### config.mk
export PLATFORM = sky130hd
export DESIGN_NAME = keypad_scan_debounce_flat
export DESIGN_NICKNAME = d
export VERILOG_FILES = /design/src/sv/kpsd_pkg.sv /design/src/sv/kpsd_if.sv /design/src/sv/kpsd_cfg_regs.sv /design/src/sv/kpsd_scan_fsm.sv /design/src/sv/keypad_scan_debounce.sv /design/src/flat_wrapper.sv
export SDC_FILE = /design/constraint.sdc
export NUM_CORES = 1
export LEC_CHECK = 0
export BUFFER_PORTS_ARGS = -buffer_cell sky130_fd_sc_hd__buf_4
export CORE_AREA = 2 2 100 126
export DETAILED_ROUTE_END_ITERATION = 6
export DIE_AREA = 0 0 102 128
export SYNTH_ARGS = -nofsm -noshare
export SYNTH_HDL_FRONTEND = slang
export SYNTH_SLANG_ARGS = --single-unit
### constraint.sdc
create_clock -name clk -period 3.5 [get_ports clk]
set_input_delay 0.175 -clock clk [delete_from_list [all_inputs] [get_ports clk]]
set_output_delay 0.175 -clock clk [all_outputs]
set_load 0.01 [all_outputs]
### src/sv/kpsd_pkg.sv
// Package for the keypad scanner: shared types, constants and key table.
// No dependencies; used by every other file of the block.
`default_nettype none
package kpsd_pkg;

  localparam int unsigned ColW  = 3;
  localparam int unsigned RowW  = 3;
  localparam int unsigned KeyW  = 8;
  localparam int unsigned MsW   = 10;
  localparam int unsigned CfgIdxW = 1;

  localparam logic [ColW-1:0] NoKeyCols = 3'h7;
  localparam logic [MsW-1:0]  MsMax     = 10'h3FF;
  localparam logic [RowW-1:0] RowFirst  = 3'd1;
  localparam logic [RowW-1:0] RowLast   = 3'd4;

  localparam logic [MsW-1:0] PressMsReset   = 10'd30;
  localparam logic [MsW-1:0] ReleaseMsReset = 10'd100;

  localparam logic [CfgIdxW-1:0] RegPressMs   = 1'd0;
  localparam logic [CfgIdxW-1:0] RegReleaseMs = 1'd1;

  typedef struct packed {
    logic [MsW-1:0] press_ms;
    logic [MsW-1:0] release_ms;
  } cfg_t;

  typedef struct packed {
    logic [KeyW-1:0] key_code;
    logic [RowW-1:0] row_select;
  } result_t;

  typedef logic [3:0][3:0][KeyW-1:0] key_map_t;

  localparam key_map_t KeyMap = '{
    '{8'h41, 8'h37, 8'h34, 8'h31},
    '{8'h30, 8'h38, 8'h35, 8'h32},
    '{8'h42, 8'h39, 8'h36, 8'h33},
    '{8'h43, 8'h44, 8'h45, 8'h46}
  };

  function automatic logic [KeyW-1:0] key_lookup(input logic [RowW-1:0] row,
                                                 input logic [ColW-1:0] cols);
    logic [1:0]      r;
    logic [KeyW-1:0] k;
    r = 2'(row - RowFirst);
    k = '0;
    if (row >= RowFirst && row <= RowLast) begin
      case (cols)
        3'd1: k = KeyMap[r][0];
        3'd2: k = KeyMap[r][1];
        3'd6: k = KeyMap[r][2];
        3'd4: k = KeyMap[r][3];
        default: k = '0;
      endcase
    end
    return k;
  endfunction

endpackage
`default_nettype wire

### src/sv/kpsd_if.sv
// Stream interfaces for scan steps and results of the keypad scanner.
// Depends on kpsd_pkg.
`default_nettype none
interface kpsd_in_if;
  logic                     valid;
  logic                     ready;
  logic [kpsd_pkg::ColW-1:0] column_bits;
  logic                     ms_tick;
  modport source (output valid, output column_bits, output ms_tick, input ready);
  modport sink   (input valid, input column_bits, input ms_tick, output ready);
endinterface

interface kpsd_out_if;
  logic                     valid;
  logic                     ready;
  logic [kpsd_pkg::KeyW-1:0] key_code;
  logic [kpsd_pkg::RowW-1:0] row_select;
  modport source (output valid, output key_code, output row_select, input ready);
  modport sink   (input valid, input key_code, input row_select, output ready);
endinterface
`default_nettype wire

### src/sv/kpsd_cfg_regs.sv
// Debounce time registers of the keypad scanner, written through a plain port.
// Depends on kpsd_pkg.
`default_nettype none
module kpsd_cfg_regs (
  input  wire logic                         clk,
  input  wire logic                         rst_n,
  input  wire logic                         cfg_we,
  input  wire logic [kpsd_pkg::CfgIdxW-1:0] cfg_index,
  input  wire logic [kpsd_pkg::MsW-1:0]     cfg_data,
  output kpsd_pkg::cfg_t                    cfg
);

  kpsd_pkg::cfg_t cfg_r;

  always_ff @(posedge clk) begin
    if (!rst_n) begin
      cfg_r.press_ms   <= kpsd_pkg::PressMsReset;
      cfg_r.release_ms <= kpsd_pkg::ReleaseMsReset;
    end else if (cfg_we) begin
      case (cfg_index)
        kpsd_pkg::RegPressMs:   cfg_r.press_ms   <= cfg_data;
        kpsd_pkg::RegReleaseMs: cfg_r.release_ms <= cfg_data;
        default: ;
      endcase
    end
  end

  assign cfg = cfg_r;

endmodule
`default_nettype wire

### src/sv/kpsd_scan_fsm.sv
// Scan, debounce and lookup state machine; advances once per accepted step.
// Depends on kpsd_pkg.
`default_nettype none
module kpsd_scan_fsm (
  input  wire logic                      clk,
  input  wire logic                      rst_n,
  input  wire logic                      step,
  input  wire logic [kpsd_pkg::ColW-1:0] column_bits,
  input  wire logic                      ms_tick,
  input  wire kpsd_pkg::cfg_t            cfg,
  output kpsd_pkg::result_t              result
);

  typedef enum logic [2:0] {
    ST_IDLE, ST_CAPTURE, ST_PRESS_WAIT, ST_LOOKUP,
    ST_REL_CHECK, ST_REL_WAIT, ST_REPORT
  } state_t;

  state_t                      state_r,    state_nxt;
  logic [kpsd_pkg::RowW-1:0]   row_r,      row_nxt;
  logic [kpsd_pkg::ColW-1:0]   captured_r, captured_nxt;
  logic [kpsd_pkg::KeyW-1:0]   held_r,     held_nxt;
  logic [kpsd_pkg::MsW-1:0]    elapsed_r,  elapsed_nxt;
  logic [kpsd_pkg::RowW-1:0]   row_eff;
  logic [kpsd_pkg::MsW-1:0]    elapsed_inc;
  logic                        no_key;

  always_comb begin
    row_eff = row_r;
    if (state_r == ST_IDLE &&
        (row_r < kpsd_pkg::RowFirst || row_r > kpsd_pkg::RowLast)) begin
      row_eff = kpsd_pkg::RowFirst;
    end
    no_key      = (column_bits == kpsd_pkg::NoKeyCols);
    elapsed_inc = (ms_tick && elapsed_r != kpsd_pkg::MsMax) ? elapsed_r + 1'b1 : elapsed_r;

    state_nxt    = state_r;
    row_nxt      = row_r;
    captured_nxt = captured_r;
    held_nxt     = held_r;
    elapsed_nxt  = elapsed_r;
    result.key_code   = '0;
    result.row_select = row_eff;

    case (state_r)
      ST_IDLE: begin
        held_nxt = '0;
        row_nxt  = row_eff;
        if (!no_key) begin
          state_nxt = ST_CAPTURE;
        end else begin
          row_nxt = row_eff + 1'b1;
        end
      end
      ST_CAPTURE: begin
        captured_nxt = column_bits;
        elapsed_nxt  = '0;
        state_nxt    = ST_PRESS_WAIT;
      end
      ST_PRESS_WAIT: begin
        elapsed_nxt = elapsed_inc;
        if (elapsed_inc >= cfg.press_ms) begin
          state_nxt = (column_bits == captured_r) ? ST_LOOKUP : ST_IDLE;
        end
      end
      ST_LOOKUP: begin
        held_nxt  = kpsd_pkg::key_lookup(row_r, captured_r);
        state_nxt = ST_REL_CHECK;
      end
      ST_REL_CHECK: begin
        if (!no_key) begin
          elapsed_nxt = '0;
          state_nxt   = ST_REL_WAIT;
        end else begin
          state_nxt = ST_REPORT;
        end
      end
      ST_REL_WAIT: begin
        if (!no_key) begin
          elapsed_nxt = '0;
        end else begin
          elapsed_nxt = elapsed_inc;
          if (elapsed_inc >= cfg.release_ms) begin
            state_nxt = ST_REPORT;
          end
        end
      end
      ST_REPORT: begin
        result.key_code = held_r;
        row_nxt         = kpsd_pkg::RowFirst;
        state_nxt       = ST_IDLE;
      end
      default: begin
        state_nxt = ST_IDLE;
      end
    endcase
  end

  always_ff @(posedge clk) begin
    if (!rst_n) begin
      state_r    <= ST_IDLE;
      row_r      <= kpsd_pkg::RowFirst;
      captured_r <= '0;
      held_r     <= '0;
      elapsed_r  <= '0;
    end else if (step) begin
      state_r    <= state_nxt;
      row_r      <= row_nxt;
      captured_r <= captured_nxt;
      held_r     <= held_nxt;
      elapsed_r  <= elapsed_nxt;
    end
  end

endmodule
`default_nettype wire

### src/sv/keypad_scan_debounce.sv
// Keypad scanner top level: config registers, scan state machine, result register.
// A result is valid in the cycle after its scan step transfers.
// Throughput: one scan step per cycle unless a held result is stalled by out_s.ready;
// the result register is the only buffer, refilled in the cycle it is taken.
// Reset (rst_n low, synchronous): idle, row 1, debounce times 30 ms and 100 ms.
`default_nettype none
module keypad_scan_debounce (
  input  wire logic                         clk,
  input  wire logic                         rst_n,
  kpsd_in_if.sink                           in_s,
  kpsd_out_if.source                        out_s,
  input  wire logic                         cfg_we,
  input  wire logic [kpsd_pkg::CfgIdxW-1:0] cfg_index,
  input  wire logic [kpsd_pkg::MsW-1:0]     cfg_data
);

  kpsd_pkg::cfg_t    cfg;
  kpsd_pkg::result_t result;
  kpsd_pkg::result_t result_r;
  logic              out_valid_r;
  logic              in_xfer;

  assign in_s.ready = !out_valid_r || out_s.ready;
  assign in_xfer    = in_s.valid && in_s.ready;

  kpsd_cfg_regs u_cfg (
    .clk       (clk),
    .rst_n     (rst_n),
    .cfg_we    (cfg_we),
    .cfg_index (cfg_index),
    .cfg_data  (cfg_data),
    .cfg       (cfg)
  );

  kpsd_scan_fsm u_fsm (
    .clk         (clk),
    .rst_n       (rst_n),
    .step        (in_xfer),
    .column_bits (in_s.column_bits),
    .ms_tick     (in_s.ms_tick),
    .cfg         (cfg),
    .result      (result)
  );

  always_ff @(posedge clk) begin
    if (!rst_n) begin
      out_valid_r <= 1'b0;
    end else if (in_xfer) begin
      out_valid_r <= 1'b1;
    end else if (out_s.ready) begin
      out_valid_r <= 1'b0;
    end
  end

  always_ff @(posedge clk) begin
    if (in_xfer) begin
      result_r <= result;
    end
  end

  assign out_s.valid      = out_valid_r;
  assign out_s.key_code   = result_r.key_code;
  assign out_s.row_select = result_r.row_select;

endmodule
`default_nettype wire

### src/flat_wrapper.sv
// flat-port wrapper written by rule: the top's interface ports become plain ports
module keypad_scan_debounce_flat 
  (clk, rst_n, cfg_we, cfg_index, cfg_data, in_s_valid, in_s_column_bits, in_s_ms_tick, in_s_ready, out_s_valid, out_s_key_code, out_s_row_select, out_s_ready);
  kpsd_in_if in_s_i ();
  kpsd_out_if out_s_i ();
  input  wire logic clk;
  input  wire logic rst_n;
  input  wire logic cfg_we;
  input  wire logic [kpsd_pkg::CfgIdxW-1:0] cfg_index;
  input  wire logic [kpsd_pkg::MsW-1:0] cfg_data;
  input wire logic [$bits(in_s_i.valid)-1:0] in_s_valid;
  input wire logic [$bits(in_s_i.column_bits)-1:0] in_s_column_bits;
  input wire logic [$bits(in_s_i.ms_tick)-1:0] in_s_ms_tick;
  output wire logic [$bits(in_s_i.ready)-1:0] in_s_ready;
  output wire logic [$bits(out_s_i.valid)-1:0] out_s_valid;
  output wire logic [$bits(out_s_i.key_code)-1:0] out_s_key_code;
  output wire logic [$bits(out_s_i.row_select)-1:0] out_s_row_select;
  input wire logic [$bits(out_s_i.ready)-1:0] out_s_ready;
  assign in_s_i.valid = in_s_valid;
  assign in_s_i.column_bits = in_s_column_bits;
  assign in_s_i.ms_tick = in_s_ms_tick;
  assign in_s_ready = in_s_i.ready;
  assign out_s_valid = out_s_i.valid;
  assign out_s_key_code = out_s_i.key_code;
  assign out_s_row_select = out_s_i.row_select;
  assign out_s_i.ready = out_s_ready;
  keypad_scan_debounce u_core (.clk(clk), .rst_n(rst_n), .in_s(in_s_i), .out_s(out_s_i), .cfg_we(cfg_we), .cfg_index(cfg_index), .cfg_data(cfg_data));
endmodule
=== Yosys cells after proc, flatten, opt, wreduce, memory -nomap -nowiden ===
Index checks and enable logic that the tools add are counted.

* Flip-flop bits (word level): 59
* Output and inout port bits: 13
* Logic and storage cells: 79

* Add/sub/neg operators: 3
* $lt $le $gt $ge: 7
* Eq/ne operators: 18
* Multiplexer cells: 21
* Bitwise logic cells: 1
* Reduce and logical (&&, ||, !) cells: 19

{| class="wikitable"
|+ Operators by type and width
! cell !! number
|-
| binary-select mux 32 bit (select 2 bit) || 1
|-
| one-hot mux 10 bit (4 select lines) || 1
|-
| two-way mux 32 bit || 1
|-
| one-hot mux 8 bit (4 select lines) || 1
|-
| two-way mux 10 bit || 3
|-
| >= comparator 10 bit || 2
|-
| equality test 3 bit, second input constant || 6
|-
| two-way mux 3 bit || 6
|-
| one-hot mux 3 bit (6 select lines) || 1
|-
| one-hot mux 8 bit (2 select lines) || 1
|-
| adder 10 x 1 -> 10 bit, second input constant || 1
|-
| inequality test 10 bit, second input constant || 1
|-
| inequality test 2 bit, second input constant || 5
|-
| AND reduction 2 bit || 5
|-
| equality test 3 x 2 -> 1 bit, second input constant || 3
|-
| two-way mux 8 bit || 1
|-
| equality test 3 x 1 -> 1 bit, second input constant || 2
|-
| one-hot mux 3 bit (2 select lines) || 1
|-
| nonzero test 2 bit || 3
|-
| AND reduction 5 bit || 1
|-
| logical AND 1 bit || 4
|-
| two-way mux 2 bit || 2
|-
| nonzero test 4 bit || 1
|-
| adder 3 x 1 -> 3 bit, second input constant || 1
|-
| other kinds (13) || 15
|}

=== Depth between registers and ports, before layout ===
* Depth after elaboration: 7
* Depth in mapped cells: 12
* Mapped depth without buffers: 12

=== Cells and area by module ===
From an unflattened synthesis, not the netlist that was laid out.

* Cells, all modules: 402
* Area total of the unflattened synthesis: 3499.6 µm²

{| class="wikitable"
|+ By module, submodules not included
! module !! times used !! cells an instance !! area an instance (µm²) !! seq. area each (µm²)
|-
| kpsd_scan_fsm || 1 || 300 || 2323.5 || 500.5
|-
| kpsd_cfg_regs || 1 || 86 || 788.3 || 400.4
|-
| keypad_scan_debounce || 1 || 16 || 387.9 || 350.3
|}

=== Worst setup path before layout ===
Ideal clock, no wire load.

* Path type: reg2reg
* Start: register u_core.u_fsm.elapsed_r[0] in the netlist's numbering
* End: register u_core.u_fsm.state_r[0]
* Library setup time: 127 ps
* Arrival time: 2647 ps
* Path slack: 726 ps
* Stages on the path, launching flop included: 13
* Path buffers: 0
* Cells stage by stage: dfxtp_1 > ha_1 > nand3_2 > o31a_1 > nand2b_2 > xnor2_1 > ha_1 > a21o_1 > a21oi_1 > o21ai_0 > a2111oi_1 > a211oi_2 > mux2i_1

* Cells in the longest elaborated chain, start to end: 6

{| class="wikitable"
|+ RTL lines
! element !! RTL line !! RTL
|-
| start: declaration || kpsd_scan_fsm.sv:23 || <nowiki>logic [kpsd_pkg::MsW-1:0] elapsed_r, elapsed_nxt;</nowiki>
|-
| start signal: assignment || kpsd_scan_fsm.sv:111 || <nowiki>elapsed_r <= elapsed_nxt;</nowiki>
|-
| branches (longest 2 deep; another with adder 10 x 1 -> 10 bit) || -- ||
|-
| two-way mux 10 bit (*) || kpsd_scan_fsm.sv:35 || <nowiki>elapsed_inc = (ms_tick && elapsed_r != kpsd_pkg::MsMax) ? elapsed_r + 1'b1 : elapsed_r;</nowiki>
|-
| >= comparator 10 bit, on equally long branches || kpsd_scan_fsm.sv:83, kpsd_scan_fsm.sv:62 ||
|-
| inequality test 2 bit (no source line) || -- ||
|-
| AND reduction 5 bit (no source line) (*) || -- ||
|-
| end signal: assignment || kpsd_scan_fsm.sv:107 || <nowiki>state_r <= state_nxt;</nowiki>
|-
| end: declaration || kpsd_scan_fsm.sv:19 || <nowiki>state_t state_r, state_nxt;</nowiki>
|}

Every way passes the cells marked *.
A chain may end at the register's enable or synchronous reset.

=== Worst setup path in the final report ===
* Start: register u_core.u_fsm.elapsed_r[0] in the netlist's numbering
* End: register u_core.u_fsm.state_r[1]

The elaborated chain is that of the path after synthesis.

==> results.py <==
metrics = {
    "yosys": {
        "ys_seq_area_share_pct": 34.1,
        "syn_inst": 392,
        "yosys-top-cells-area": "dfxtp_1 (26%), ha_1 (10%), edfxtp_1 (7.7%), nand2_1 (5.8%), nor2b_1 (3.2%)",
        "synth_warnings": 0,
        "syn_area_um2": 3500,
        "syn_area_per_cell_um2": 8.92,
        "synth_cell_types": 67,
        "yosys.area.top_type": "dfxtp_1",
        "ys.flop_type": "dfxtp_1",
        "syn_nets": 441,
        "ys_async_sr_fraction_pct": 0,
        "synth_edf_count": 9,
        "synth_seq_cells": 55,
        "synth.top_cell.area_share_pct": 26.3,
    },
    "clock_tree": {
        "cts_made_buffers": 5,
        "postCtsSetupBuffers": 0,
        "cts_root_buffer": "clkbuf_16",
        "cts_num_sinks": 55,
        "htreeDepth": 2,
        "cts-resized-gates": 0,
        "cts_tree": "built",
        "hold_buffers": 0,
        "clk_pin_slew_ns": 0.07,
        "cts_max_path_buffers": 2,
        "clk_latency_ns": 0.29,
    },
    "placed_design": {
        "portBuffers": 31,
        "place_hpwl_um": 5880,
        "place_congestion": 0.813,
    },
    "sta": {
        "slew_violations": 0,
        "clock_skew_ns": 0.00780,
        "hold_viol": 0,
        "final-setup-viol-count": 0,
        "period_needed_ns": 3.05,
        "fmax_mhz": 328,
        "setup-tns-final_ns": 0,
        "maxSlewHeadroom_pct": 37.3,
        "rsz0062_at_grt": "false",
        "hold_ws_ns": 0.112,
        "tightest_slew_ns": 0.939,
        "timing.final.crit_share_pct": 87.1,
    },
    "global_routing": {
        "antenna_found_initial": 0,
        "grt_util_all_layers_pct": 12.5,
        "grt_pass1_wl_um": 12900,
        "gr-total-overflow": 0,
        "grt_max_degree": 49,
        "grt_pass1_vias": 2682,
    },
    "finish": {
        "layout_common_cells": "nand2_1 (54), dfxtp_1 (46), buf_4 (31)",
        "layout-drive-gt1-share_pct": 16.0,
        "syn2layout_area_growth_pct": 13.7,
        "final_common_cell": "nand2_1",
        "n_antenna_cell": 0,
        "layout.nets": 461,
    },
    "worst_setup_path": {
        "crit_family": "compound AO/OA/AOI/OAI gates",
        "critPathRequiredTime_ns": 3.67,
        "cp_cell_sequence": "ha_1, nand3_2, o31a_1, nand2b_2, xnor2_1, ha_1, a21o_1, a21oi_1, o21ai_0, a2111oi_1, a211oi_2, mux2i_1",
        "start_kind": "flip-flop",
        "critPathMaxStageDelay_ns": 0.43,
        "path_common_cell": "ha_1",
        "worstSetupPathType": "reg2reg",
        "crit_path_end_kind": "flip-flop",
        "critPathMaxFanout": 6,
        "r2r_slack_ns": 0.45,
        "critPathSlowestCell": "o31a_1",
        "cp.buffers_inverters": 0,
        "cp_data_arrival_time_ns": 3.22,
    },
    "route": {
        "viasPerCell": 4.83,
        "postRouteAntennaNets": 0,
        "num_vias": 2788,
        "routed_wl_um": 7720,
        "wl_per_cell_um": 13.4,
        "drc": 0,
        "firstDrtPassIters": 4,
        "first_iter_violations": 104,
    },
    "floorplan": {
        "pin_count": 33,
        "placeableCoreArea_um2": 11900,
        "die_area_um2": 13100,
        "die_height_um": 128,
        "initial_utilization_pct": 29.3,
        "fp.dieW_um": 102,
        "rows": 45,
    },
    "job": {
        "maxCapViolCount": 0,
    },
    "power": {
        "p_leak_uw": 0.00156,
        "power.density_nw_per_um2": 349,
        "ir_drop_uv": 195,
    },
    "worst_hold_path": {
        "hp-class": "in2reg",
    },
    "outcome": {
        "status": "finished clean",
    },
}
[per-layer routing]
metal	track usage (%)	routed length, um	part of all wire [%]
met5	0	0	0
met4	4.55	154	2.0
met3	2.51	257	3.3
met2	22.7	4070	53
met1	14.1	3240	42
[worst paths after layout]
| kind | from | to | cells after the start |
|---|---|---|---|
| min reg2reg | u_core.u_fsm.held_r[3] | u_core.u_fsm.held_r[3] | 2 |
| max reg2reg | u_core.u_fsm.elapsed_r[0] | u_core.u_fsm.state_r[1] | 12 |
| min | cfg_data[4] | u_core.u_cfg.cfg[14] | 3 |
| max | u_core.u_fsm.elapsed_r[0] | u_core.u_fsm.state_r[1] | 12 |
[power breakdown]
part	switching (uW)	total (uW)	internal (uW)
registers	30.4	696	666
logic	114	203	88.6
clock network	225	490	265
[worst min-delay path, delay by kind of cell]
kind	cells	cell delay [ns]
compound gates	1	0.07
buf+inv	1	0.08
simple gates	1	0.04
[cells by family (layout without fill, tap and decap cells)]
group / Yosys count / count (layout) / share of synthesized area, %
simple gates: 148 / 148 / 24.0
compound gates: 96 / 96 / 20.6
flops: 55 / 55 / 34.1
buf+inv: 43 / 64 / 5.58
fa+ha+maj: 29 / 29 / 10.4
xor+xnor: 14 / 14 / 3.51
mux: 6 / 6 / 1.72
other cells: 1 / 1 / 0.107
[per-stage QoR]
stage	util, %	cells	setup WS (ns)	area, um^2	power (uW)
3_5_place_dp	32.1	569	0.443	3830	915
5_1_grt	33.3	577	0.221	3970	1470
2_1_floorplan	-	392	0.726	3500	853
4_1_cts	33.3	577	0.432	3970	1410
3_3_place_gp	32.1	569	0.501	3830	909
6_report	33.3	577	0.450	3970	1390
[synth_stat cells, types with 10 or more instances]
master	count
nand2_1	54
dfxtp_1	46
ha_1	29
inv_1	23
a21oi_1	20
nor2b_1	18
a21boi_0	14
nor2_1	12
clkbuf_1	10
nand3_1	10
o211ai_1	10
[final cells by class]
| type | count | area (um^2) |
|---|---|---|
| sequential | 55 | 1190 |
| tap | 164 | 205 |
| timing repair buffer | 31 | 233 |
| clock buffer | 6 | 129 |
| inverter | 25 | 93.8 |
| fill | 1281 | 7960 |
| clock inverter | 2 | 12.5 |
| multi-input combinational | 294 | 2110 |
[flip-flops by register name, indices dropped and copies added, names as in the netlist]
register	count
u_core.u_fsm.elapsed_r	10
u_core.u_fsm.held_r	6
u_core.u_cfg.cfg	20
u_core.out_s.valid	1
u_core.u_fsm.row_r	3
u_core.out_s.key_code	6
u_core.out_s.row_select	3
u_core.u_fsm.state_r	3
u_core.u_fsm.captured_r	3
Power figures use the tool's default switching activity.
